$ cat src/hdl/h264sps_pkg.sv
package h264sps_pkg;

  localparam int unsigned MaxLeadZerosDef = 31;
  localparam int unsigned DimBitsDef      = 16;

  localparam int unsigned ByteW   = 8;
  localparam int unsigned DimW    = 16;
  localparam int unsigned RateW   = 32;
  localparam int unsigned FieldW  = 32;
  localparam int unsigned CodeW   = 33;
  localparam int unsigned BitCntW = 6;

  typedef enum logic [1:0] {
    STAT_OK      = 2'd0,
    STAT_NOT_SPS = 2'd1,
    STAT_SHORT   = 2'd2,
    STAT_EG_OVF  = 2'd3
  } status_e;

  localparam logic [4:0]       NalTypeSps = 5'd7;
  localparam logic [7:0]       ScaleInit  = 8'd8;
  localparam logic [7:0]       AspectExt  = 8'd255;
  localparam logic [ByteW-1:0] EpbByte    = 8'h03;

endpackage

$ cat src/hdl/h264sps_if.sv
interface h264sps_in_if;
  import h264sps_pkg::*;
  logic             valid;
  logic             ready;
  logic [ByteW-1:0] data_byte;
  logic             last_byte;
  modport source (output valid, data_byte, last_byte, input ready);
  modport sink   (input valid, data_byte, last_byte, output ready);
endinterface

interface h264sps_out_if;
  import h264sps_pkg::*;
  logic             valid;
  logic             ready;
  logic [1:0]       status;
  logic [7:0]       profile;
  logic [7:0]       level;
  logic [1:0]       chroma_format;
  logic [DimW-1:0]  frame_width;
  logic [DimW-1:0]  frame_height;
  logic [RateW-1:0] frame_rate;
  modport source (output valid, status, profile, level, chroma_format, frame_width,
                  frame_height, frame_rate, input ready);
  modport sink   (input valid, status, profile, level, chroma_format, frame_width,
                  frame_height, frame_rate, output ready);
endinterface

$ cat src/hdl/h264_sps_header_parser.sv
// The single bit-serial syntax unit takes a word only in idle, works its eight bits in the
// bit state, then wraps up; a dropped 0x03 goes from accept straight to wrap-up. The word
// ending the parse loads the result register in a send state, held while output stalls;
// for the frame rate a restoring divider runs first (one quotient bit a cycle).
// Reset (async, active low) clears the parser to expect a NAL header byte, no result.
module h264_sps_header_parser #(
  parameter int unsigned MAX_LEAD_ZEROS = h264sps_pkg::MaxLeadZerosDef,
  parameter int unsigned DIM_BITS       = h264sps_pkg::DimBitsDef
) (
  input  logic          clk_i,
  input  logic          rst_ni,
  h264sps_in_if.sink    in_i,
  h264sps_out_if.source out_o
);
  import h264sps_pkg::*;

  localparam int unsigned LzW = $clog2(MAX_LEAD_ZEROS + 2);
  localparam logic [39:0] DimLim = 40'((64'd1 << DIM_BITS) - 64'd1);

  // Top-level sequencer
  typedef enum logic [2:0] {ST_IDLE, ST_BITS, ST_DIV, ST_END, ST_SEND} state_e;

  // Syntax element being read
  typedef enum logic [5:0] {
    S_HDR, S_PROFILE, S_CONSTR, S_LEVEL, S_SPSID, S_CHROMA, S_SEPCOL, S_BDL,
    S_BDC, S_QPBYPASS, S_SMPRESENT, S_SLFLAG, S_SLDELTA, S_LOG2FN, S_POCTYPE,
    S_POCLSB, S_POCZERO, S_OFFNR, S_OFFTB, S_NUMREF, S_OFFREF, S_MAXREF,
    S_GAPS, S_WIDTH, S_HEIGHT, S_FMO, S_MBAFF, S_D8X8, S_CROPF, S_CROPL,
    S_CROPR, S_CROPT, S_CROPB, S_VUIF, S_ARF, S_ARIDC, S_SAR, S_OVF, S_OVA,
    S_VSF, S_VFMT, S_COLOR, S_CLOC, S_CLTOP, S_CLBOT, S_TIMF, S_NUIT,
    S_TSCALE, S_FIXED, S_SKIP
  } step_e;

  // Next read: target step, exp-Golomb or fixed, fixed length
  typedef struct packed {
    step_e              step;
    logic               ue;
    logic [BitCntW-1:0] n;
  } rd_t;

  function automatic rd_t rdf(step_e s, logic [BitCntW-1:0] n);
    rd_t r;
    r.step = s;
    r.ue   = 1'b0;
    r.n    = n;
    return r;
  endfunction

  function automatic rd_t rdc(step_e s);
    rd_t r;
    r.step = s;
    r.ue   = 1'b1;
    r.n    = '0;
    return r;
  endfunction

  function automatic logic high_profile(logic [7:0] p);
    return p == 8'd100 || p == 8'd110 || p == 8'd122 || p == 8'd244 || p == 8'd44 ||
           p == 8'd83  || p == 8'd86  || p == 8'd118 || p == 8'd128 || p == 8'd138 ||
           p == 8'd139 || p == 8'd134 || p == 8'd135;
  endfunction

  state_e             state_q, state_d;
  step_e              step_q, step_d;
  logic [1:0]         zrun_q, zrun_d;
  logic [ByteW-1:0]   shift_q, shift_d;
  logic [2:0]         bcnt_q, bcnt_d;
  logic               last_q, last_d;
  logic               rd_ue_q, rd_ue_d;
  logic               suffix_q, suffix_d;
  logic [BitCntW-1:0] bits_left_q, bits_left_d;
  logic [LzW-1:0]     lead_q, lead_d;
  logic [CodeW-1:0]   code_q, code_d;
  logic [6:0]         loop_q, loop_d;
  logic [7:0]         sc0_q, sc0_d, sc1_q, sc1_d;
  logic [3:0]         list_q, list_d;
  logic [7:0]         prof_q, prof_d, lvl_q, lvl_d, chroma_q, chroma_d;
  logic               fmo_q, fmo_d;
  logic [FieldW-1:0]  wid_q, wid_d, hgt_q, hgt_d, nref_q, nref_d;
  // crop left/right/top/bottom; entries 0 and 1 later hold tick units and time scale
  logic [FieldW-1:0]  crop_q [4];
  logic [FieldW-1:0]  crop_d [4];
  logic               have_res_q, have_res_d;
  status_e            status_q, status_d;
  logic               fixed_q, fixed_d;
  logic [FieldW:0]    rem_q, rem_d;
  logic [RateW-1:0]   quo_q, quo_d;
  logic [4:0]         dcnt_q, dcnt_d;

  logic               out_valid_q;
  logic [1:0]         out_status_q;
  logic [7:0]         out_prof_q, out_lvl_q;
  logic [1:0]         out_chroma_q;
  logic [DimW-1:0]    out_wid_q, out_hgt_q;
  logic [RateW-1:0]   out_rate_q;
  logic               load_out;

  // bit-level scratch
  logic               cur_bit;
  logic [CodeW-1:0]   code_n, lead_mask, ev;
  logic [FieldW-1:0]  ex;
  logic [BitCntW-1:0] bl_n;
  logic               elem_fire, rd_new, fin, go_div;
  status_e            fin_st;
  rd_t                rd;
  // scaling list helpers
  logic [3:0]         nl_idx;
  logic               nl_more;
  logic [8:0]         dpos;
  logic [7:0]         d8, s1n;
  logic [6:0]         loop_n;
  logic [FieldW-1:0]  nref_m;
  // cropped dimensions
  logic [39:0]        w_full, h_full, cw, ch, w_cut, h_cut, dim_w, dim_h;
  // divider step
  logic [FieldW:0]    rem_t;
  logic               ge;
  logic [RateW-1:0]   qn;

  assign cur_bit   = shift_q[ByteW-1];
  assign lead_mask = (CodeW'(1) << lead_q) - CodeW'(1);
  assign nl_idx    = list_q + 4'd1;
  assign nl_more   = nl_idx < ((chroma_q == 8'd3) ? 4'd12 : 4'd8);
  assign ex        = ev[FieldW-1:0];

  // signed scaling delta, only its low byte matters
  assign dpos   = ev[8:0] + 9'd1;
  assign d8     = ev[0] ? dpos[8:1] : (8'd0 - ev[8:1]);
  assign s1n    = sc0_q + d8;
  assign loop_n = loop_q + 7'd1;
  assign nref_m = nref_q - 32'd1;

  // cropped frame size, saturated both ways
  always_comb begin
    w_full = ({8'd0, wid_q} + 40'd1) << 4;
    h_full = fmo_q ? (({8'd0, hgt_q} + 40'd1) << 4) : (({8'd0, hgt_q} + 40'd1) << 5);
    cw = {8'd0, crop_q[0]} + {8'd0, crop_q[1]};
    ch = {8'd0, crop_q[2]} + {8'd0, crop_q[3]};
    if (chroma_q == 8'd1 || chroma_q == 8'd2) begin
      cw = cw << 1;
    end
    if (chroma_q == 8'd1) begin
      ch = fmo_q ? (ch << 1) : (ch << 2);
    end else if (!fmo_q) begin
      ch = ch << 1;
    end
    w_cut = (w_full > cw) ? (w_full - cw) : '0;
    h_cut = (h_full > ch) ? (h_full - ch) : '0;
    dim_w = (w_cut > DimLim) ? DimLim : w_cut;
    dim_h = (h_cut > DimLim) ? DimLim : h_cut;
  end

  // restoring divider step: time scale over tick units
  assign rem_t = {rem_q[FieldW-1:0], quo_q[RateW-1]};
  assign ge    = rem_t >= {1'b0, crop_q[0]};
  assign qn    = {quo_q[RateW-2:0], ge};

  always_comb begin
    state_d     = state_q;
    step_d      = step_q;
    zrun_d      = zrun_q;
    shift_d     = shift_q;
    bcnt_d      = bcnt_q;
    last_d      = last_q;
    rd_ue_d     = rd_ue_q;
    suffix_d    = suffix_q;
    bits_left_d = bits_left_q;
    lead_d      = lead_q;
    code_d      = code_q;
    loop_d      = loop_q;
    sc0_d       = sc0_q;
    sc1_d       = sc1_q;
    list_d      = list_q;
    prof_d      = prof_q;
    lvl_d       = lvl_q;
    chroma_d    = chroma_q;
    fmo_d       = fmo_q;
    wid_d       = wid_q;
    hgt_d       = hgt_q;
    nref_d      = nref_q;
    crop_d      = crop_q;
    have_res_d  = have_res_q;
    status_d    = status_q;
    fixed_d     = fixed_q;
    rem_d       = rem_q;
    quo_d       = quo_q;
    dcnt_d      = dcnt_q;
    load_out    = 1'b0;
    code_n      = '0;
    bl_n        = '0;
    ev          = '0;
    elem_fire   = 1'b0;
    rd_new      = 1'b0;
    fin         = 1'b0;
    go_div      = 1'b0;
    fin_st      = STAT_OK;
    rd          = rdf(S_HDR, 6'd8);

    unique case (state_q)
      ST_IDLE: begin
        if (in_i.valid) begin
          shift_d    = in_i.data_byte;
          last_d     = in_i.last_byte;
          have_res_d = 1'b0;
          bcnt_d     = '0;
          if (zrun_q == 2'd2 && in_i.data_byte == EpbByte) begin
            zrun_d  = '0;  // emulation prevention byte: drop it
            state_d = ST_END;
          end else begin
            if (in_i.data_byte == '0) begin
              zrun_d = (zrun_q == 2'd2) ? 2'd2 : zrun_q + 2'd1;
            end else begin
              zrun_d = '0;
            end
            state_d = ST_BITS;
          end
        end
      end
      ST_BITS: begin
        shift_d = {shift_q[ByteW-2:0], 1'b0};
        bcnt_d  = bcnt_q + 3'd1;
        state_d = (bcnt_q == 3'd7) ? ST_END : ST_BITS;
        if (step_q != S_SKIP) begin
          if (!rd_ue_q || suffix_q) begin
            code_n      = {code_q[CodeW-2:0], cur_bit};
            code_d      = code_n;
            bl_n        = (bits_left_q != '0) ? bits_left_q - 6'd1 : '0;
            bits_left_d = bl_n;
            if (bl_n == '0) begin
              elem_fire = 1'b1;
              ev        = rd_ue_q ? (lead_mask + code_n) : code_n;
            end
          end else if (!cur_bit) begin
            lead_d = lead_q + 1'b1;
            if (({1'b0, lead_q} + 1'b1) > (LzW+1)'(MAX_LEAD_ZEROS)) begin
              fin    = 1'b1;
              fin_st = STAT_EG_OVF;
            end
          end else if (lead_q == '0) begin
            elem_fire = 1'b1;
          end else begin
            suffix_d    = 1'b1;
            bits_left_d = BitCntW'(lead_q);
            code_d      = '0;
          end
        end
      end
      ST_DIV: begin
        rem_d  = ge ? (rem_t - {1'b0, crop_q[0]}) : rem_t;
        dcnt_d = dcnt_q + 5'd1;
        if (dcnt_q == 5'd31) begin
          quo_d   = fixed_q ? (qn >> 1) : qn;
          state_d = ST_END;
        end else begin
          quo_d = qn;
        end
      end
      ST_END: begin
        if (last_q) begin
          if (step_q != S_SKIP) begin
            status_d   = STAT_SHORT;  // NAL ended mid-parse
            have_res_d = 1'b1;
            quo_d      = '0;
          end
          zrun_d      = '0;
          step_d      = S_HDR;
          rd_ue_d     = 1'b0;
          bits_left_d = 6'd8;
          code_d      = '0;
        end
        state_d = (have_res_q || (last_q && step_q != S_SKIP)) ? ST_SEND : ST_IDLE;
      end
      ST_SEND: begin
        if (!out_valid_q || out_o.ready) begin
          load_out   = 1'b1;
          have_res_d = 1'b0;
          state_d    = ST_IDLE;
        end
      end
      default: state_d = ST_IDLE;
    endcase

    if (elem_fire) begin
      rd_new = 1'b1;
      unique case (step_q)
        S_HDR: begin
          if (ex[4:0] != NalTypeSps) begin
            rd_new = 1'b0;
            fin    = 1'b1;
            fin_st = STAT_NOT_SPS;
          end else begin
            rd = rdf(S_PROFILE, 6'd8);
          end
        end
        S_PROFILE: begin
          prof_d   = ex[7:0];
          lvl_d    = '0;
          chroma_d = '0;
          fmo_d    = 1'b0;
          rd       = rdf(S_CONSTR, 6'd8);
        end
        S_CONSTR: rd = rdf(S_LEVEL, 6'd8);
        S_LEVEL: begin
          lvl_d = ex[7:0];
          rd    = rdc(S_SPSID);
        end
        S_SPSID: begin
          if (high_profile(prof_q)) begin
            rd = rdc(S_CHROMA);
          end else begin
            chroma_d = 8'd1;
            rd       = rdc(S_LOG2FN);
          end
        end
        S_CHROMA: begin
          chroma_d = (ex[FieldW-1:8] != '0) ? 8'd255 : ex[7:0];
          rd       = (ex == 32'd3) ? rdf(S_SEPCOL, 6'd1) : rdc(S_BDL);
        end
        S_SEPCOL:    rd = rdc(S_BDL);
        S_BDL:       rd = rdc(S_BDC);
        S_BDC:       rd = rdf(S_QPBYPASS, 6'd1);
        S_QPBYPASS:  rd = rdf(S_SMPRESENT, 6'd1);
        S_SMPRESENT: begin
          if (ex[0]) begin
            list_d = '0;
            rd     = rdf(S_SLFLAG, 6'd1);
          end else begin
            rd = rdc(S_LOG2FN);
          end
        end
        S_SLFLAG: begin
          if (ex[0]) begin
            // list present: first delta always follows
            sc0_d  = ScaleInit;
            sc1_d  = ScaleInit;
            loop_d = '0;
            rd     = rdc(S_SLDELTA);
          end else begin
            list_d = nl_idx;
            rd     = nl_more ? rdf(S_SLFLAG, 6'd1) : rdc(S_LOG2FN);
          end
        end
        S_SLDELTA: begin
          sc1_d  = s1n;
          if (s1n != '0) begin
            sc0_d = s1n;
          end
          loop_d = loop_n;
          if (loop_n < ((list_q < 4'd6) ? 7'd16 : 7'd64) && s1n != '0) begin
            rd = rdc(S_SLDELTA);
          end else begin
            list_d = nl_idx;
            rd     = nl_more ? rdf(S_SLFLAG, 6'd1) : rdc(S_LOG2FN);
          end
        end
        S_LOG2FN: rd = rdc(S_POCTYPE);
        S_POCTYPE: begin
          if (ex == '0) begin
            rd = rdc(S_POCLSB);
          end else if (ex == 32'd1) begin
            rd = rdf(S_POCZERO, 6'd1);
          end else begin
            rd = rdc(S_MAXREF);
          end
        end
        S_POCLSB:  rd = rdc(S_MAXREF);
        S_POCZERO: rd = rdc(S_OFFNR);
        S_OFFNR:   rd = rdc(S_OFFTB);
        S_OFFTB:   rd = rdc(S_NUMREF);
        S_NUMREF: begin
          nref_d = ex;
          rd     = (ex == '0) ? rdc(S_MAXREF) : rdc(S_OFFREF);
        end
        S_OFFREF: begin
          nref_d = nref_m;
          rd     = (nref_m == '0) ? rdc(S_MAXREF) : rdc(S_OFFREF);
        end
        S_MAXREF: rd = rdf(S_GAPS, 6'd1);
        S_GAPS:   rd = rdc(S_WIDTH);
        S_WIDTH: begin
          wid_d = ex;
          rd    = rdc(S_HEIGHT);
        end
        S_HEIGHT: begin
          hgt_d = ex;
          rd    = rdf(S_FMO, 6'd1);
        end
        S_FMO: begin
          fmo_d = ex[0];
          rd    = ex[0] ? rdf(S_D8X8, 6'd1) : rdf(S_MBAFF, 6'd1);
        end
        S_MBAFF: rd = rdf(S_D8X8, 6'd1);
        S_D8X8:  rd = rdf(S_CROPF, 6'd1);
        S_CROPF: begin
          crop_d[0] = '0;
          crop_d[1] = '0;
          crop_d[2] = '0;
          crop_d[3] = '0;
          rd        = ex[0] ? rdc(S_CROPL) : rdf(S_VUIF, 6'd1);
        end
        S_CROPL: begin
          crop_d[0] = ex;
          rd        = rdc(S_CROPR);
        end
        S_CROPR: begin
          crop_d[1] = ex;
          rd        = rdc(S_CROPT);
        end
        S_CROPT: begin
          crop_d[2] = ex;
          rd        = rdc(S_CROPB);
        end
        S_CROPB: begin
          crop_d[3] = ex;
          rd        = rdf(S_VUIF, 6'd1);
        end
        S_VUIF: begin
          wid_d = FieldW'(dim_w);
          hgt_d = FieldW'(dim_h);
          if (ex[0]) begin
            rd = rdf(S_ARF, 6'd1);
          end else begin
            rd_new = 1'b0;
            fin    = 1'b1;
          end
        end
        S_ARF:   rd = ex[0] ? rdf(S_ARIDC, 6'd8) : rdf(S_OVF, 6'd1);
        S_ARIDC: rd = (ex == {24'd0, AspectExt}) ? rdf(S_SAR, 6'd32) : rdf(S_OVF, 6'd1);
        S_SAR:   rd = rdf(S_OVF, 6'd1);
        S_OVF:   rd = ex[0] ? rdf(S_OVA, 6'd1) : rdf(S_VSF, 6'd1);
        S_OVA:   rd = rdf(S_VSF, 6'd1);
        S_VSF:   rd = ex[0] ? rdf(S_VFMT, 6'd5) : rdf(S_CLOC, 6'd1);
        S_VFMT:  rd = ex[0] ? rdf(S_COLOR, 6'd24) : rdf(S_CLOC, 6'd1);
        S_COLOR: rd = rdf(S_CLOC, 6'd1);
        S_CLOC:  rd = ex[0] ? rdc(S_CLTOP) : rdf(S_TIMF, 6'd1);
        S_CLTOP: rd = rdc(S_CLBOT);
        S_CLBOT: rd = rdf(S_TIMF, 6'd1);
        S_TIMF: begin
          if (ex[0]) begin
            rd = rdf(S_NUIT, 6'd32);
          end else begin
            rd_new = 1'b0;
            fin    = 1'b1;
          end
        end
        S_NUIT: begin
          crop_d[0] = ex;
          rd        = rdf(S_TSCALE, 6'd32);
        end
        S_TSCALE: begin
          crop_d[1] = ex;
          rd        = rdf(S_FIXED, 6'd1);
        end
        S_FIXED: begin
          rd_new  = 1'b0;
          fixed_d = ex[0];
          if (crop_q[0] == '0) begin
            fin = 1'b1;  // zero tick units: rate 0
          end else begin
            go_div = 1'b1;
          end
        end
        default: begin
          rd_new = 1'b0;
          step_d = S_SKIP;
        end
      endcase
    end

    if (fin) begin
      status_d   = fin_st;
      have_res_d = 1'b1;
      step_d     = S_SKIP;
      quo_d      = '0;
    end else if (go_div) begin
      status_d   = STAT_OK;
      have_res_d = 1'b1;
      step_d     = S_SKIP;
      quo_d      = crop_q[1];
      rem_d      = '0;
      dcnt_d     = '0;
      state_d    = ST_DIV;
    end else if (rd_new) begin
      step_d  = rd.step;
      rd_ue_d = rd.ue;
      code_d  = '0;
      if (rd.ue) begin
        suffix_d    = 1'b0;
        lead_d      = '0;
        bits_left_d = '0;
      end else begin
        bits_left_d = rd.n;
      end
    end
  end

  always_ff @(posedge clk_i or negedge rst_ni) begin
    if (!rst_ni) begin
      state_q      <= ST_IDLE;
      step_q       <= S_HDR;
      zrun_q       <= '0;
      shift_q      <= '0;
      bcnt_q       <= '0;
      last_q       <= 1'b0;
      rd_ue_q      <= 1'b0;
      suffix_q     <= 1'b0;
      bits_left_q  <= 6'd8;
      lead_q       <= '0;
      code_q       <= '0;
      loop_q       <= '0;
      sc0_q        <= ScaleInit;
      sc1_q        <= ScaleInit;
      list_q       <= '0;
      prof_q       <= '0;
      lvl_q        <= '0;
      chroma_q     <= '0;
      fmo_q        <= 1'b0;
      wid_q        <= '0;
      hgt_q        <= '0;
      nref_q       <= '0;
      crop_q[0]    <= '0;
      crop_q[1]    <= '0;
      crop_q[2]    <= '0;
      crop_q[3]    <= '0;
      have_res_q   <= 1'b0;
      status_q     <= STAT_OK;
      fixed_q      <= 1'b0;
      rem_q        <= '0;
      quo_q        <= '0;
      dcnt_q       <= '0;
      out_valid_q  <= 1'b0;
      out_status_q <= '0;
      out_prof_q   <= '0;
      out_lvl_q    <= '0;
      out_chroma_q <= '0;
      out_wid_q    <= '0;
      out_hgt_q    <= '0;
      out_rate_q   <= '0;
    end else begin
      state_q     <= state_d;
      step_q      <= step_d;
      zrun_q      <= zrun_d;
      shift_q     <= shift_d;
      bcnt_q      <= bcnt_d;
      last_q      <= last_d;
      rd_ue_q     <= rd_ue_d;
      suffix_q    <= suffix_d;
      bits_left_q <= bits_left_d;
      lead_q      <= lead_d;
      code_q      <= code_d;
      loop_q      <= loop_d;
      sc0_q       <= sc0_d;
      sc1_q       <= sc1_d;
      list_q      <= list_d;
      prof_q      <= prof_d;
      lvl_q       <= lvl_d;
      chroma_q    <= chroma_d;
      fmo_q       <= fmo_d;
      wid_q       <= wid_d;
      hgt_q       <= hgt_d;
      nref_q      <= nref_d;
      crop_q      <= crop_d;
      have_res_q  <= have_res_d;
      status_q    <= status_d;
      fixed_q     <= fixed_d;
      rem_q       <= rem_d;
      quo_q       <= quo_d;
      dcnt_q      <= dcnt_d;
      if (load_out) begin
        // error results carry zero fields
        out_valid_q  <= 1'b1;
        out_status_q <= status_q;
        if (status_q == STAT_OK) begin
          out_prof_q   <= prof_q;
          out_lvl_q    <= lvl_q;
          out_chroma_q <= (chroma_q > 8'd3) ? 2'd3 : chroma_q[1:0];
          out_wid_q    <= wid_q[DimW-1:0];
          out_hgt_q    <= hgt_q[DimW-1:0];
          out_rate_q   <= quo_q;
        end else begin
          out_prof_q   <= '0;
          out_lvl_q    <= '0;
          out_chroma_q <= '0;
          out_wid_q    <= '0;
          out_hgt_q    <= '0;
          out_rate_q   <= '0;
        end
      end else if (out_o.ready) begin
        out_valid_q <= 1'b0;
      end
    end
  end

  assign in_i.ready          = (state_q == ST_IDLE);
  assign out_o.valid         = out_valid_q;
  assign out_o.status        = out_status_q;
  assign out_o.profile       = out_prof_q;
  assign out_o.level         = out_lvl_q;
  assign out_o.chroma_format = out_chroma_q;
  assign out_o.frame_width   = out_wid_q;
  assign out_o.frame_height  = out_hgt_q;
  assign out_o.frame_rate    = out_rate_q;

  // divider only runs with a nonzero divisor and after the parse is closed
  a_div_ok: assert property (@(posedge clk_i) disable iff (!rst_ni)
    state_q == ST_DIV |-> crop_q[0] != '0 && step_q == S_SKIP && have_res_q)
    else $error("divider running without a closed parse");

  // a new result word only comes from the send state
  a_out_src: assert property (@(posedge clk_i) disable iff (!rst_ni)
    $rose(out_valid_q) |-> $past(state_q) == ST_SEND)
    else $error("result word without send");

  // leading zero count never passes the limit by more than one
  a_lead: assert property (@(posedge clk_i) disable iff (!rst_ni)
    ({1'b0, lead_q} <= (LzW+1)'(MAX_LEAD_ZEROS + 1)))
    else $error("exp-Golomb prefix overran");

  // every accepted word is followed by bit processing or a dropped-byte wrap-up
  a_accept: assert property (@(posedge clk_i) disable iff (!rst_ni)
    in_i.valid && in_i.ready |=> state_q == ST_BITS || state_q == ST_END)
    else $error("accepted word not processed");

endmodule
$ cat src/flat_wrapper.sv
// flat-port wrapper written by rule: the top's interface ports become plain ports
module h264_sps_header_parser_flat import h264sps_pkg::*;
#(
  parameter int unsigned MAX_LEAD_ZEROS = h264sps_pkg::MaxLeadZerosDef,
  parameter int unsigned DIM_BITS       = h264sps_pkg::DimBitsDef
)
  (clk_i, rst_ni, in_i_valid, in_i_data_byte, in_i_last_byte, in_i_ready, out_o_valid, out_o_status, out_o_profile, out_o_level, out_o_chroma_format, out_o_frame_width, out_o_frame_height, out_o_frame_rate, out_o_ready);
  h264sps_in_if in_i_i ();
  h264sps_out_if out_o_i ();
  input  logic clk_i;
  input  logic rst_ni;
  input wire logic [$bits(in_i_i.valid)-1:0] in_i_valid;
  input wire logic [$bits(in_i_i.data_byte)-1:0] in_i_data_byte;
  input wire logic [$bits(in_i_i.last_byte)-1:0] in_i_last_byte;
  output wire logic [$bits(in_i_i.ready)-1:0] in_i_ready;
  output wire logic [$bits(out_o_i.valid)-1:0] out_o_valid;
  output wire logic [$bits(out_o_i.status)-1:0] out_o_status;
  output wire logic [$bits(out_o_i.profile)-1:0] out_o_profile;
  output wire logic [$bits(out_o_i.level)-1:0] out_o_level;
  output wire logic [$bits(out_o_i.chroma_format)-1:0] out_o_chroma_format;
  output wire logic [$bits(out_o_i.frame_width)-1:0] out_o_frame_width;
  output wire logic [$bits(out_o_i.frame_height)-1:0] out_o_frame_height;
  output wire logic [$bits(out_o_i.frame_rate)-1:0] out_o_frame_rate;
  input wire logic [$bits(out_o_i.ready)-1:0] out_o_ready;
  assign in_i_i.valid = in_i_valid;
  assign in_i_i.data_byte = in_i_data_byte;
  assign in_i_i.last_byte = in_i_last_byte;
  assign in_i_ready = in_i_i.ready;
  assign out_o_valid = out_o_i.valid;
  assign out_o_status = out_o_i.status;
  assign out_o_profile = out_o_i.profile;
  assign out_o_level = out_o_i.level;
  assign out_o_chroma_format = out_o_i.chroma_format;
  assign out_o_frame_width = out_o_i.frame_width;
  assign out_o_frame_height = out_o_i.frame_height;
  assign out_o_frame_rate = out_o_i.frame_rate;
  assign out_o_i.ready = out_o_ready;
  h264_sps_header_parser #(.MAX_LEAD_ZEROS(MAX_LEAD_ZEROS), .DIM_BITS(DIM_BITS)) u_core (.clk_i(clk_i), .rst_ni(rst_ni), .in_i(in_i_i), .out_o(out_o_i));
endmodule
$ cat config.mk
export PLATFORM = sky130hd
export DESIGN_NAME = h264_sps_header_parser_flat
export DESIGN_NICKNAME = d
export VERILOG_FILES = /design/src/hdl/h264sps_pkg.sv /design/src/hdl/h264sps_if.sv /design/src/hdl/h264_sps_header_parser.sv /design/src/flat_wrapper.sv
export SDC_FILE = /design/constraint.sdc
export NUM_CORES = 2
export LEC_CHECK = 0
export ABC_AREA = 1
export BUFFER_PORTS_ARGS = -buffer_cell sky130_fd_sc_hd__buf_2
export CORE_MARGIN = 2
export CORE_UTILIZATION = 60
export CTS_CLUSTER_DIAMETER = 100
export DETAILED_ROUTE_END_ITERATION = 10
export PLACE_DENSITY = 0.77
export SLEW_MARGIN = 10
export SYNTH_ARGS = -nofsm -noshare
export SYNTH_HDL_FRONTEND = slang
export SYNTH_SLANG_ARGS = --single-unit
$ cat constraint.sdc
create_clock -name clk_i -period 6 [get_ports clk_i]
set_clock_uncertainty 0.15 [all_clocks]
set_input_delay 0.3 -clock clk_i [delete_from_list [all_inputs] [get_ports clk_i]]
set_output_delay 0.3 -clock clk_i [all_outputs]
set_load 0.01 [all_outputs]
==> load_flow_metrics.sql <==
INSERT INTO impl_metrics (metric_group, metric, value, unit) VALUES
('worst_setup_path', 'timing.critical_path.depth', '34', ''),
('route', 'dr_iter_0_viols', '5576', ''),
('clocking', 'cts.root.buffer_cell', 'clkbuf_16', ''),
('sta', 'fin_setup_tns', '0', 'ns'),
('power_and_ir_drop', 'cell_internal_pwr', '11.60', 'mW'),
('sta', 'worst_pin_slew', '1.233', 'ns'),
('die', 'dieArea', '0.06915', 'sq mm'),
('yosys', 'synthMostInstantiatedCell', 'nand2_1', ''),
('worst_setup_path', 'critPathTopFamily', 'simple AND/OR/NAND/NOR gates', ''),
('layout', 'finalInstanceArea', '0.04426', 'sq mm'),
('layout', 'final_instance_count_without_filler_cells', '6905', ''),
('worst_setup_path', 'r2r_start', 'u_core.lead_q[0]$_DFF_PN0_', ''),
('worst_setup_path', 'timing.critical_path.from_type', 'register', ''),
('yosys', 'synth_area_leaders', 'dfrtp_1 31%, nand2_1 12%, ha_1 7.9%', ''),
('sta', 'timing.final.crit_share', '93.55', '%'),
('worst_setup_path', 'critical_path.endpoint_type', 'register', ''),
('yosys', 'ys_seq_area_share', '30.73', '%'),
('yosys', 'netlist.area_leader.share', '30.60', '%'),
('worst_setup_path', 'critical_path_arrival', '5.98', 'ns'),
('hold_path', 'hold_path.class', 'input port to asynchronous set/reset pin', ''),
('die', 'die_x', '263.0', 'um'),
('die', 'floorplan.die.height', '263.0', 'um'),
('worst_setup_path', 'critPathSlowestCell', 'dfrtp_1', ''),
('yosys', 'synth-main-ff-cell', 'dfrtp_1', ''),
('placed_design', 'instance_area_at_placement', '0.04177', 'sq mm'),
('run_status', 'run_status', 'finished, final reports clean', ''),
('die', 'core_area', '0.06610', 'sq mm'),
('placed_design', 'post_place_cells', '6778', ''),
('clocking', 'cts_buffers', '55', ''),
('flow_run', 'timing.max_cap.violations', '0', ''),
('yosys', 'syn_inst', '5912', ''),
('layout', 'fraction_of_final_layout_cells_sized_beyond_drive_strength_1', '8.062', '%'),
('worst_setup_path', 'timing.rr.end', 'u_core.list_q[3]$_DFFE_PN0P_', ''),
('layout', 'antenna-diode-count', '0', ''),
('worst_setup_path', 'setup_slack_of_the_worst_register_to_register_path', '0.39', 'ns'),
('yosys', 'synth-async-reset-ratio', '100.0', '%'),
('yosys', 'synth_common_cells', '1,269 x nand2_1, 815 x inv_1, 600 x nor2_1', ''),
('sta', 'finalWorstPathRequiredPeriod', '5.613', 'ns'),
('route', 'detail_route.first_pass.iterations', '7', ''),
('power_and_ir_drop', 'net-switching-power', '13.48', 'mW'),
('power_and_ir_drop', 'peakVddDrop', '0.0004882', 'V'),
('sta', 'timing.final.max_slew_violations', '0', ''),
('worst_setup_path', 'number_of_buffers_and_inverters_on_the_critical_path', '6', ''),
('yosys', 'postSynthRegisterBits', '494', ''),
('placed_design', 'dp_hpwl', '110500', 'um'),
('grt', 'overflow_left_after_global_routing', '0', ''),
('yosys', 'ys_types', '73', ''),
('power_and_ir_drop', 'pwr-share-seq', '17.2', '%'),
('clocking', 'clock_tree_from_tritoncts', 'yes', ''),
('sta', 'final-hold-violation-count', '0', ''),
('worst_setup_path', 'path_max_fanout', '5', ''),
('yosys', 'yosys.area.top_type', 'dfrtp_1', ''),
('route', 'post-route-drc-count', '0', ''),
('layout', 'fin_nets', '6266', ''),
('clocking', 'clk_transition_reported_paths', '0.06', 'ns'),
('worst_setup_path', 'required_time_worst_endpoint', '6.37', 'ns'),
('grt', 'grt_pass1_vias', '39100', ''),
('clocking', 'clock_latency', '0.67', 'ns'),
('clocking', 'clock_path_buffers', '3', ''),
('grt', 'grt_first_pass_wirelength', '221300', 'um'),
('worst_setup_path', 'startpoint_to_endpoint_class_of_the_critical_path', 'register to register', ''),
('route', 'antenna_left', '0', ''),
('yosys', 'edff_count_synth', '0', ''),
('clocking', 'cts_htree_levels', '2', ''),
('yosys', 'post_synth.cell_area_avg', '6.806', 'sq um'),
('die', 'start_util', '60.87', '%'),
('layout', 'relative_area_change_from_synthesis_to_final_layout', '9.994', '%'),
('die', 'ios', '99', ''),
('worst_setup_path', 'worst_r2r_path_depth', '34', ''),
('grt', 'gr-usage-all-layers', '40.47', '%'),
('yosys', 'synth_area', '0.04024', 'sq mm');
[state kept, by name, summed over array words and instances (netlist names), 31 cells and up]
signal and count:
u_core.out_o.frame_rate 32, u_core.nref_q 32, u_core.quo_q 32, u_core.crop_q 128, u_core.hgt_q 32, u_core.rem_q 32, u_core.wid_q 32, u_core.code_q 31
[how the worst max path moves through the flow]
stage	start	endpoint	slack, ns
2_1_floorplan	u_core.lead_q[4]$_DFF_PN0_	u_core.list_q[2]$_DFFE_PN0P_	0.61
3_3_place_gp	u_core.crop_q[2]$_DFFE_PN0P_	u_core.hgt_q[8]$_DFFE_PN0P_	0.07
5_1_grt	u_core.crop_q[98]$_DFFE_PN0P_	u_core.wid_q[6]$_DFFE_PN0P_	-0.03
3_5_place_dp	u_core.crop_q[2]$_DFFE_PN0P_	u_core.hgt_q[3]$_DFFE_PN0P_	0.08
4_1_cts	u_core.crop_q[2]$_DFFE_PN0P_	u_core.hgt_q[5]$_DFFE_PN0P_	0.04
6_report	u_core.lead_q[0]$_DFF_PN0_	u_core.list_q[3]$_DFFE_PN0P_	0.39
[area by class of cell]
type                       instances  area [sq um]
timing repair buffer             210          1454
clock inverter                    35         551.8
sequential                       494         12370
tap                              864          1081
multi-input combinational       4397         24140
clock buffer                      68          1515
fill                            5863         21840
inverter                         837          3148
[worst register-to-register path, delay by kind of cell, from the launching register on]
family                   cells  cell delay (ns)
adder cells (fa/ha/maj)      5             1.45
flip-flops                   1             0.43
AND/OR/NAND/NOR             15             1.66
AO/OA/AOI/OAI                7             1.00
XOR/XNOR                     1             0.18
buffers and inverters        6             0.66
[per-layer routing]
| metal | vias to the layer above | global-route usage, % | part of all wire (%) |
|---|---|---|---|
| li1 | 19900 | - | - |
| met1 | 19730 | 54.30 | 41 |
| met2 | 2221 | 62.87 | 44 |
| met3 | 421 | 7.909 | 10 |
| met4 | 6 | 19.37 | 5.5 |
| met5 | - | 0 | 0.028 |
[placed cells by master (no fill, tap or decap), drive strengths merged, types with 51 or more instances in the layout]
master / n
a21oi: 379
buf: 195
clkbuf: 68
dfrtp: 492
ha: 253
inv: 839
nand2: 1284
nand3: 419
nand4: 97
nor2: 627
nor3: 101
o211ai: 76
o21ai: 552
o22ai: 115
xnor2: 51
xor2: 131
[logic make-up after synthesis]
logic type / after synthesis / share of synthesized area (%)
buf+inv: 1021 / 9.839
simple gates: 2631 / 28.21
xor+xnor: 182 / 3.962
mux: 24 / 0.5971
fa+ha+maj: 258 / 8.116
flops: 494 / 30.73
compound gates: 1302 / 18.55
[what timing repair did]
action / in CTS / in global routing
setup buffers: 0 / 9
resized for setup: 0 / 62
hold buffers: 15 / 0
hold endpoints to repair: 80 / 0
setup endpoints to repair: 0 / 56
[metrics by stage]
| stage | utilization (%) | worst slack [ns] | hold WS (ns) | power, mW |
|---|---|---|---|---|
| 6_report | 66.96 | 0.3869 | 0.04495 | 25.08 |
| 5_1_grt | 66.96 | -0.02949 | 0.09775 | 27.04 |
| 4_1_cts | 66.54 | 0.04302 | 0.05968 | 24.15 |
| 3_5_place_dp | 63.19 | 0.08229 | 0.1413 | 20.18 |
| 3_3_place_gp | 63.19 | 0.06676 | 0.1405 | 20.10 |
| 2_1_floorplan | - | 0.6068 | -0.1456 | 16.14 |
[power groups by stage]
stage | combinational (mW) | clock (mW) | sequential, mW
after global routing | 18.7 | 3.99 | 4.37
after detailed placement | 15.8 | 0 | 4.34
after floorplan | 11.9 | 0 | 4.23
after global placement | 15.8 | 0 | 4.33
after CTS | 16.0 | 3.86 | 4.29
final | 16.9 | 3.84 | 4.32
(Power assumes the default switching activity.)
